===== src/design/pdrf_pkg.sv =====
// Shared types, codes and defaults for the push dispatcher with recent filter.
package pdrf_pkg;

   localparam int TableDepthDefault = 16;
   localparam int DonglesDefault = 2;
   localparam int HandlersPerDongleDefault = 4;

   localparam logic [1:0] KIND_REPORT = 2'd0;
   localparam logic [1:0] KIND_TICK = 2'd1;
   localparam logic [1:0] KIND_FINISH = 2'd2;

   localparam logic [2:0] STATUS_WEAK = 3'd0;
   localparam logic [2:0] STATUS_IN_SERVICE = 3'd1;
   localparam logic [2:0] STATUS_NO_IDLE = 3'd2;
   localparam logic [2:0] STATUS_RECENT = 3'd3;
   localparam logic [2:0] STATUS_DISPATCHED = 3'd4;
   localparam logic [2:0] STATUS_ACK = 3'd5;

   localparam logic CSR_RSSI_THRESHOLD = 1'b0;
   localparam logic CSR_TIMEOUT = 1'b1;

   localparam logic signed [7:0] RSSI_THRESHOLD_RESET = -8'sd60;
   localparam logic [31:0] TIMEOUT_RESET = 32'd10000;

   typedef struct packed {
      logic [1:0] kind;
      logic [47:0] device_address;
      logic signed [7:0] signal_strength;
      logic [2:0] handler_index;
      logic [31:0] now_time;
   } req_type;

   typedef struct packed {
      logic [2:0] status;
      logic [2:0] assigned_slot;
      logic table_full;
   } rsp_type;

   typedef struct packed {
      logic age;
      logic lookup;
      logic claim;
      logic write_recent;
      logic [47:0] address;
      logic [31:0] now_time;
      logic [31:0] timeout;
   } cell_ctl_type;

   typedef enum logic [1:0] {
      ST_IDLE,
      ST_AGE,
      ST_LOOKUP,
      ST_COMMIT
   } state_type;

endpackage


===== src/design/pdrf_recent_cell.sv =====
// One entry of the recent-address table: ageing, match and first-free chain.
module pdrf_recent_cell import pdrf_pkg::*; (
   input logic clock,
   input logic reset,
   input cell_ctl_type ctl,
   input logic chain_in,
   output logic chain_out,
   output logic match
);

   logic valid_ff, valid_in;
   logic sel_ff, sel_in;
   logic [47:0] addr_ff;
   logic [31:0] stamp_ff;
   logic [31:0] age;

   assign age = ctl.now_time - stamp_ff;
   assign chain_out = chain_in & valid_ff;
   assign match = valid_ff && (addr_ff == ctl.address);

   always_comb begin
      valid_in = valid_ff;
      sel_in = sel_ff;
      if (ctl.age && valid_ff && (age > ctl.timeout)) begin
         valid_in = 1'b0;
      end
      if (ctl.lookup) begin
         sel_in = chain_in & ~valid_ff;
      end
      if (ctl.write_recent && sel_ff) begin
         valid_in = 1'b1;
      end
   end

   always_ff @(posedge clock) begin
      if (reset) begin
         valid_ff <= 1'b0;
         sel_ff <= 1'b0;
      end else begin
         valid_ff <= valid_in;
         sel_ff <= sel_in;
      end
   end

   always_ff @(posedge clock) begin
      if (ctl.write_recent && sel_ff) begin
         addr_ff <= ctl.address;
         stamp_ff <= ctl.now_time;
      end
   end

endmodule


===== src/design/pdrf_handler_cell.sv =====
// One push handler: busy flag, served address and first-idle chain.
module pdrf_handler_cell import pdrf_pkg::*; #(
   parameter logic [2:0] SLOT_CODE = 3'd0
) (
   input logic clock,
   input logic reset,
   input cell_ctl_type ctl,
   input logic release_req,
   input logic chain_in,
   output logic chain_out,
   output logic match,
   output logic [2:0] slot_code
);

   logic busy_ff, busy_in;
   logic sel_ff, sel_in;
   logic [47:0] addr_ff;

   assign chain_out = chain_in & busy_ff;
   assign match = busy_ff && (addr_ff == ctl.address);
   assign slot_code = sel_ff ? SLOT_CODE : 3'd0;

   always_comb begin
      busy_in = busy_ff;
      sel_in = sel_ff;
      if (ctl.lookup) begin
         sel_in = chain_in & ~busy_ff;
      end
      if (ctl.claim && sel_ff) begin
         busy_in = 1'b1;
      end
      if (release_req) begin
         busy_in = 1'b0;
      end
   end

   always_ff @(posedge clock) begin
      if (reset) begin
         busy_ff <= 1'b0;
         sel_ff <= 1'b0;
      end else begin
         busy_ff <= busy_in;
         sel_ff <= sel_in;
      end
   end

   always_ff @(posedge clock) begin
      if (ctl.claim && sel_ff) begin
         addr_ff <= ctl.address;
      end
   end

endmodule


===== src/design/push_dispatch_with_recent_filter.sv =====
// Push dispatcher top level: request register, sequencer, cell rows and result register.
// A request is captured at the edge that accepts it and then passes through ST_AGE, in
// which every recent-table cell ages its entry against the request time, ST_LOOKUP, in
// which the address is compared in every recent and handler cell while the first-free
// and first-idle tokens ripple along each row, and ST_COMMIT, in which the cells commit
// and the result register loads. The next request is taken in the cycle after the commit,
// so no request is accepted while another is in flight; a stalled result that is still
// held when the following request reaches ST_COMMIT delays that step until it is taken.
module push_dispatch_with_recent_filter import pdrf_pkg::*; #(
   parameter int TABLE_DEPTH = TableDepthDefault,
   parameter int DONGLES = DonglesDefault,
   parameter int HANDLERS_PER_DONGLE = HandlersPerDongleDefault
) (
   input logic clock,
   input logic reset,
   input logic req_valid,
   output logic req_stall,
   input req_type req_data,
   output logic rsp_valid,
   input logic rsp_stall,
   output rsp_type rsp_data,
   input logic csr_write_en,
   input logic csr_index,
   input logic [31:0] csr_write_data
);

   localparam int NumHandlers = DONGLES * HANDLERS_PER_DONGLE;

   state_type state_ff, state_in;
   req_type req_ff;
   rsp_type rsp_ff, rsp_in;
   logic rsp_valid_ff, rsp_valid_in;
   logic signed [7:0] rssi_threshold_ff;
   logic [31:0] timeout_ff;
   logic served_ff, no_idle_ff, recent_ff, full_ff;

   cell_ctl_type ctl;
   logic [TABLE_DEPTH:0] recent_chain;
   logic [TABLE_DEPTH-1:0] recent_match;
   logic [NumHandlers:0] handler_chain;
   logic [NumHandlers-1:0] handler_match;
   logic [NumHandlers-1:0] handler_release;
   logic [2:0] handler_slot [NumHandlers];
   logic [2:0] slot;
   logic is_report, faint, commit, claim;

   assign req_stall = (state_ff != ST_IDLE);
   assign rsp_valid = rsp_valid_ff;
   assign rsp_data = rsp_ff;

   assign is_report = (req_ff.kind == KIND_REPORT);
   assign faint = (req_ff.signal_strength <= rssi_threshold_ff);
   assign commit = (state_ff == ST_COMMIT) && (!rsp_valid_ff || !rsp_stall);
   assign claim = commit && is_report && !faint && !served_ff && !no_idle_ff && !recent_ff;

   assign ctl.age = (state_ff == ST_AGE);
   assign ctl.lookup = (state_ff == ST_LOOKUP);
   assign ctl.claim = claim;
   assign ctl.write_recent = claim && !full_ff;
   assign ctl.address = req_ff.device_address;
   assign ctl.now_time = req_ff.now_time;
   assign ctl.timeout = timeout_ff;

   assign recent_chain[0] = 1'b1;
   assign handler_chain[0] = 1'b1;

   for (genvar k = 0; k < TABLE_DEPTH; k++) begin : g_recent
      pdrf_recent_cell u_cell (
         .clock(clock),
         .reset(reset),
         .ctl(ctl),
         .chain_in(recent_chain[k]),
         .chain_out(recent_chain[k+1]),
         .match(recent_match[k])
      );
   end

   for (genvar k = 0; k < NumHandlers; k++) begin : g_handler
      assign handler_release[k] = commit && (req_ff.kind == KIND_FINISH)
         && (int'(req_ff.handler_index) == k);
      pdrf_handler_cell #(
         .SLOT_CODE(3'(k))
      ) u_cell (
         .clock(clock),
         .reset(reset),
         .ctl(ctl),
         .release_req(handler_release[k]),
         .chain_in(handler_chain[k]),
         .chain_out(handler_chain[k+1]),
         .match(handler_match[k]),
         .slot_code(handler_slot[k])
      );
   end

   always_comb begin
      slot = 3'd0;
      for (int k = 0; k < NumHandlers; k++) begin
         slot = slot | handler_slot[k];
      end
   end

   always_comb begin
      state_in = state_ff;
      rsp_valid_in = rsp_valid_ff;
      rsp_in = rsp_ff;
      if (rsp_valid_ff && !rsp_stall) begin
         rsp_valid_in = 1'b0;
      end
      unique case (state_ff)
         ST_IDLE: begin
            if (req_valid) begin
               state_in = ST_AGE;
            end
         end
         ST_AGE: begin
            state_in = ST_LOOKUP;
         end
         ST_LOOKUP: begin
            state_in = ST_COMMIT;
         end
         ST_COMMIT: begin
            if (commit) begin
               state_in = ST_IDLE;
               rsp_valid_in = 1'b1;
               rsp_in.assigned_slot = 3'd0;
               rsp_in.table_full = 1'b0;
               if (!is_report) begin
                  rsp_in.status = STATUS_ACK;
               end else if (faint) begin
                  rsp_in.status = STATUS_WEAK;
               end else if (served_ff) begin
                  rsp_in.status = STATUS_IN_SERVICE;
               end else if (no_idle_ff) begin
                  rsp_in.status = STATUS_NO_IDLE;
               end else if (recent_ff) begin
                  rsp_in.status = STATUS_RECENT;
               end else begin
                  rsp_in.status = STATUS_DISPATCHED;
                  rsp_in.assigned_slot = slot;
                  rsp_in.table_full = full_ff;
               end
            end
         end
         default: begin
            state_in = ST_IDLE;
         end
      endcase
   end

   always_ff @(posedge clock) begin
      if (reset) begin
         state_ff <= ST_IDLE;
         rsp_valid_ff <= 1'b0;
         rssi_threshold_ff <= RSSI_THRESHOLD_RESET;
         timeout_ff <= TIMEOUT_RESET;
      end else begin
         state_ff <= state_in;
         rsp_valid_ff <= rsp_valid_in;
         if (csr_write_en) begin
            unique case (csr_index)
               CSR_RSSI_THRESHOLD: rssi_threshold_ff <= signed'(csr_write_data[7:0]);
               CSR_TIMEOUT: timeout_ff <= csr_write_data;
               default: ;
            endcase
         end
      end
   end

   always_ff @(posedge clock) begin
      rsp_ff <= rsp_in;
      if (req_valid && !req_stall) begin
         req_ff <= req_data;
      end
      if (state_ff == ST_LOOKUP) begin
         served_ff <= |handler_match;
         no_idle_ff <= handler_chain[NumHandlers];
         recent_ff <= |recent_match;
         full_ff <= recent_chain[TABLE_DEPTH];
      end
   end

endmodule


===== config.mk =====
export PLATFORM = sky130hd
export DESIGN_NAME = push_dispatch_with_recent_filter
export DESIGN_NICKNAME = d
export VERILOG_FILES = /design/src/design/pdrf_pkg.sv /design/src/design/pdrf_recent_cell.sv /design/src/design/pdrf_handler_cell.sv /design/src/design/push_dispatch_with_recent_filter.sv
export SDC_FILE = /design/constraint.sdc
export NUM_CORES = 2
export LEC_CHECK = 0
export BUFFER_PORTS_ARGS = -buffer_cell sky130_fd_sc_hd__clkbuf_2
export CORE_MARGIN = 2
export CORE_UTILIZATION = 25
export CTS_BUF_LIST = sky130_fd_sc_hd__clkbuf_8
export CTS_CLUSTER_DIAMETER = 150
export DETAILED_ROUTE_END_ITERATION = 16
export PLACE_DENSITY = 0.49
export SLEW_MARGIN = 20
export SYNTH_ARGS = -nofsm -noshare
export SYNTH_HDL_FRONTEND = slang
export SYNTH_HIERARCHICAL = 1
export SYNTH_SLANG_ARGS = --single-unit

===== constraint.sdc =====
create_clock -name clock -period 10.7 [get_ports clock]
set_input_delay 0 -clock clock [delete_from_list [all_inputs] [get_ports clock]]
set_output_delay 0 -clock clock [all_outputs]
set_load 0.02 [all_outputs]

# Yosys cells after proc, flatten, opt, wreduce, memory -nomap -nowiden
# Cells that the tools add are included.
[classes]
magnitude_cmp = 17
reduce_logical = 143
addsub = 16
n_bitwise = 76
eq_ne = 37
mux = 49
[op_table]
columns = ["operator", "n"]
rows = [
  ["48-bit == test", 24],
  ["32-bit > comparator", 16],
  ["32-bit subtractor", 16],
  ["1-bit logical AND", 98],
  ["1-bit AND", 44],
  ["1-bit 2-to-1 mux", 36],
  ["2-bit nonzero test", 17],
  ["1-bit NOT", 26],
  ["3-bit 2-to-1 mux", 8],
  ["3-bit bitwise OR", 6],
  ["16-bit OR reduction", 1],
  ["2-bit OR reduction", 8],
  ["3-bit == test (second input constant)", 4],
  ["8-bit <= comparator", 1],
  ["1-bit zero test", 8],
  ["2-bit 2-to-1 mux", 4],
  ["2-bit one-hot mux with 4 select lines", 1],
  ["2-bit AND reduction", 4],
  ["8-bit OR reduction", 1],
  ["2-bit == test (second input constant)", 3],
  ["3-bit by 2-bit == test with 1-bit output (second input constant)", 2],
  ["5-bit OR reduction", 1],
  ["2-bit zero test", 2],
  ["2-bit != test (second input constant)", 2],
  ["5 further kinds", 5],
]
[word_totals]
reg_bits = 1859
input_bits = 131
elab_cells = 443

# Depth between registers and ports, before layout
[depth]
depth_word = 15
mapped_depth = 19
depth_no_buf = 19

# Cells and area by module
# The synthesis kept the hierarchy.
[by_module_without_submodules]
columns = ["module", "cells_each", "instances", "area_per_inst_um2"]
rows = [
  ["pdrf_recent_cell (g_recent[4].u_cell ...)", 551, 6, 5630.4],
  ["pdrf_recent_cell (g_recent[0].u_cell ...)", 527, 6, 5592.9],
  ["pdrf_recent_cell (g_recent[10].u_cell ...)", 527, 3, 5615.4],
  ["pdrf_handler_cell (g_handler[1].u_cell ...)", 133, 6, 2105.8],
  ["pdrf_recent_cell (g_recent[3].u_cell)", 531, 1, 5602.9],
  ["push_dispatch_with_recent_filter", 392, 1, 5271.3],
  ["pdrf_handler_cell (g_handler[0].u_cell)", 132, 1, 2127.0],
  ["pdrf_handler_cell (g_handler[7].u_cell)", 132, 1, 2102.0],
]

# Worst setup path after synthesis
# No wires, ideal clock.
[synth_timing]
path_type = "flip-flop to flip-flop"
start = "register req_ff (netlist bit ctl[33])"
end = "register g_recent[4].u_cell.valid_ff"
synth_period_minus_slack_ns = 5.159
path_buffers = 0
setup_slack_ns = 5.541
t_arrival_ns = 5.030
setup_ns = 0.128
stages_incl_launch_ff = 15
path_cell_list = "edfxtp_1 -> ha_1 -> nor2b_1 -> o31a_1 -> o31a_1 -> a311o_2 -> o31a_1 -> a221oi_2 -> xnor2_1 -> ha_1 -> nand4_1 -> or4_1 -> a31oi_1 -> a2111oi_0 -> o41a_1"
[synth_between]
elab_chain_len = 4
[synth_rtl]
columns = ["item", "line", "source"]
rows = [
  ["start: declaration", "push_dispatch_with_recent_filter.sv:30", "req_type req_ff;"],
  ["start signal: assignment", "push_dispatch_with_recent_filter.sv:172", "req_ff <= req_data;"],
  ["32-bit subtractor", "pdrf_recent_cell.sv:17", "assign age = ctl.now_time - stamp_ff;"],
  ["32-bit > comparator", "pdrf_recent_cell.sv:24", "if (ctl.age && valid_ff && (age > ctl.timeout)) begin"],
  ["1-bit logical AND", "pdrf_recent_cell.sv:24", ""],
  ["2-bit nonzero test (no source line)", "--", ""],
  ["end signal: assignment", "pdrf_recent_cell.sv:40", "valid_ff <= valid_in;"],
  ["end: declaration", "pdrf_recent_cell.sv:11", "logic valid_ff, valid_in;"],
]
# Every way passes these cells.
# A chain may end at the register's enable or synchronous reset.

# Worst setup path in the final report
[layout_timing]
start = "register req_ff (netlist bit ctl[47])"
end = "register g_recent[6].u_cell.valid_ff"
[layout_between]
elab_chain_len = 4
[layout_rtl]
columns = ["item", "line"]
rows = [
  ["32-bit subtractor", "pdrf_recent_cell.sv:17"],
  ["32-bit > comparator", "pdrf_recent_cell.sv:24"],
  ["1-bit logical AND", "pdrf_recent_cell.sv:24"],
  ["2-bit nonzero test (no source line)", "--"],
  ["end signal: assignment", "pdrf_recent_cell.sv:40"],
  ["end: declaration", "pdrf_recent_cell.sv:11"],
]
# Every way passes these cells.

==> impl_results.md <==
* Outcome: complete, no violations
* Synth warn at 6
* Final slew viol count at 0
* Initial drt markers at 5820
* Post-layout instance area at 130000 sq um
* CP Cell Sequence: buf_4 > buf_4 > ha_1 > a21oi_1 > o21ai_1 > o41ai_1 > o22ai_1 > or2_1 > or4_1 > and4_1 > ha_1 > nand4_1 > or4_1 > a31oi_1 > a2111oi_0 > o41a_1
* Post-synth top area share at 47.4%
* Mapped Area at 112000 sq um
* Average size of a mapped cell at 11.2 sq um
* Mapped Cells at 10000
* Clk_lat worst skew at 1.00 ns
* Final worst path period need at 5.18 ns
* DR vias/cell at 4.66
* Drt pass-1 iters at 5
* Max Clock Skew at 0.0870 ns
* Max cap viols at 0
* Clock Sinks at 1859
* Synth cell count leaders: edfxtp_1, inv_1, ha_1
* Drt wl/cell at 20.5 microns
* Final setup viols at 0
* Hold Fails Final Rpt at 0
* Max incr delay on CP at 0.57 ns
* Residual DRC at 0
* H-tree depth at 5
* Worst-path clk slew at 0.07 ns
* CP top delay family: simple AND/OR/NAND/NOR gates
* Seq/Total Area, Yosys at 49.1%
* Vias in the first global route at 77900
* Die area at 453000 sq um
* CTS buffer count at 329
* Layout fillers at 46200
* Routed WL at 350000 microns
* Tot GR Track Use at 14.9%
* Largest net degree at the start of global routing at 73
* Die Y at 673 microns
* Yosys cell types at 100
* Port-buffer cells at 139
* Largest cells by area after synthesis: edfxtp_1, ha_1, xor2_1, xnor2_1, inv_1
* Setup TNS at 0 ns
* Grt ovf at 0
* Req. time, crit path at 11.54 ns
* Power density over cell area at 176 nW/um^2
* CTS tree: built
* Number of synthesized flops with an enable pin at 1768
* Reg2reg start: ctl[47]
* Starting Density at 25.1%
* Row cnt at 245
* Synth-to-Final Area Change at 16.2%
* Antenna violations before repair at 22
* RSZ-0062 raised after global routing: no
* Routed vias at 79600
* Crit. Startpoint: ctl[47]
* Gpl congestion at 0.835
* Crit path buf inv count at 2
* Layout cells sized above 1 at 9.11%
* Nature of the critical path startpoint: register
* Max VDD drop at 0.104 mV
* Most common cell in the netlist: edfxtp_1
* Post-synth ARST share at 0%
* Worst-margin pin slew at 1.13 ns
* Post-synth top flop: edfxtp_1
* First-pass GRT wire length at 511000 microns
* I/O Pins at 140
* DP Area at 121000 sq um
* Worst Setup End Kind: register
* Beginning of the worst hold path: reset
* Hold Path Class: primary input to register
* CP max stage cell: or4_1
* Die W at 673 microns
* F_max at 193 MHz
* Root Driver: clkbuf_8
* Core box area at 445000 sq um
* Critical path type: register to register
* Clock Path Buffers at 4
* Headroom to the max-slew limit at 25.0%
* Synth Register Bits at 1859
* Routed Antenna Nets at 0
* DP Wirelength at 227000 microns
* Area leader, netlist: edfxtp_1
* Leak at 49.3 nW
* WP data arrival at 6.02 ns
* Crit path max fanout at 17
* Nets at 12100
* Period Utilization, post-route at 48.4%
-- area by class of cell --
type	instances	area [sq um]	share of cell area (%)
Inverter	1303	4890	3.76
Multi-Input combinational cell	6778	51600	39.7
Tap cell	5928	7420	5.70
Timing Repair Buffer	628	5130	3.95
Antenna cell	9	22.5	0.0173
Sequential cell	1859	54900	42.3
Clock inverter	214	1050	0.807
Clock buffer	359	4940	3.80
-- metal layers --
layer  global-route usage, %  vias to the layer above  share of wire [%]  wire, microns
li1                        -                    38400                  -              -
met1                    19.9                    38900                 45         159000
met2                    25.3                     1769                 47         164000
met3                    1.85                      489                4.7          16400
met4                    4.35                        4                3.0          10400
met5                       0                        -             0.0086             30
-- stage by stage --
| step | utilization (%) | instances | total power (W) | setup WS (ns) | hold WS (ns) |
|---|---|---|---|---|---|
| 2_1_floorplan | - | 10000 | 0.0141 | 5.54 | 0.0691 |
| 5_1_grt | 29.2 | 17100 | 0.0243 | 5.31 | 0.0805 |
| 6_report | 29.2 | 17100 | 0.0229 | 5.52 | 0.118 |
| 4_1_cts | 29.2 | 17100 | 0.0231 | 5.55 | 0.0321 |
| 3_5_place_dp | 27.2 | 16200 | 0.0166 | 5.56 | 0.179 |
| 3_3_place_gp | 27.2 | 16200 | 0.0166 | 5.64 | 0.177 |
-- state kept, by name, summed over array words and instances (netlist names), 13 cells and up --
name and flops:
g_recent.u_cell/sel_ff 16, g_recent.u_cell/stamp_ff 512, g_recent.u_cell/addr_ff 768, req_ff 13, g_handler.u_cell/addr_ff 384, timeout_ff 32, g_recent.u_cell/valid_ff 16, ctl 80
-- power by group --
part / total [W] / internal, W / switching (W)
clock network: 0.00630 / 0.00319 / 0.00311
registers: 0.00848 / 0.00840 / 0.0000797
logic: 0.00810 / 0.00298 / 0.00512
total: 0.0229 / 0.0146 / 0.00830
-- cells by family after synthesis --
logic type / share of synthesized area [%]
XOR/XNOR: 11.1
adder cells (fa/ha/maj): 11.7
AND/OR/NAND/NOR: 9.88
other: 0.0268
buffers and inverters: 4.91
multiplexers: 0.0179
flip-flops: 49.1
AO/OA/AOI/OAI: 13.3
-- layout by cell type, fill, tap and decap left out, types with 284 or more instances in the layout --
cell type      instances
edfxtp_1            1768
inv_1               1412
ha_1                1021
xor2_1               842
a21oi_1              677
xnor2_1              574
nand2_1              541
nor2_1               361
clkbuf_8             359
o21ai_0              342
dlygate4sd3_1        284
-- worst register-to-register path, delay by kind of cell, from the launching register on --
family	cells	cell delay (ns)
simple gates	5	1.64
compound gates	7	1.53
buf+inv	2	0.85
fa+ha+maj	2	0.72
flops	1	0.33
-- final timing paths --
| path | cells after the start | slack [ns] | to |
|---|---|---|---|
| min | 4 | 0.12 | g_recent[9].u_cell/valid_ff |
| max | 16 | 5.52 | g_recent[6].u_cell/valid_ff |
| min reg2reg | 2 | 0.45 | timeout_ff[15] |
| max reg2reg | 16 | 5.52 | g_recent[6].u_cell/valid_ff |
-- timing repair --
action	CTS	global route
resized for setup	0	0
buffers inserted	0	0
endpoints found under the hold margin	223	0
hold buffers	284	0
(Power assumes the default switching activity.)
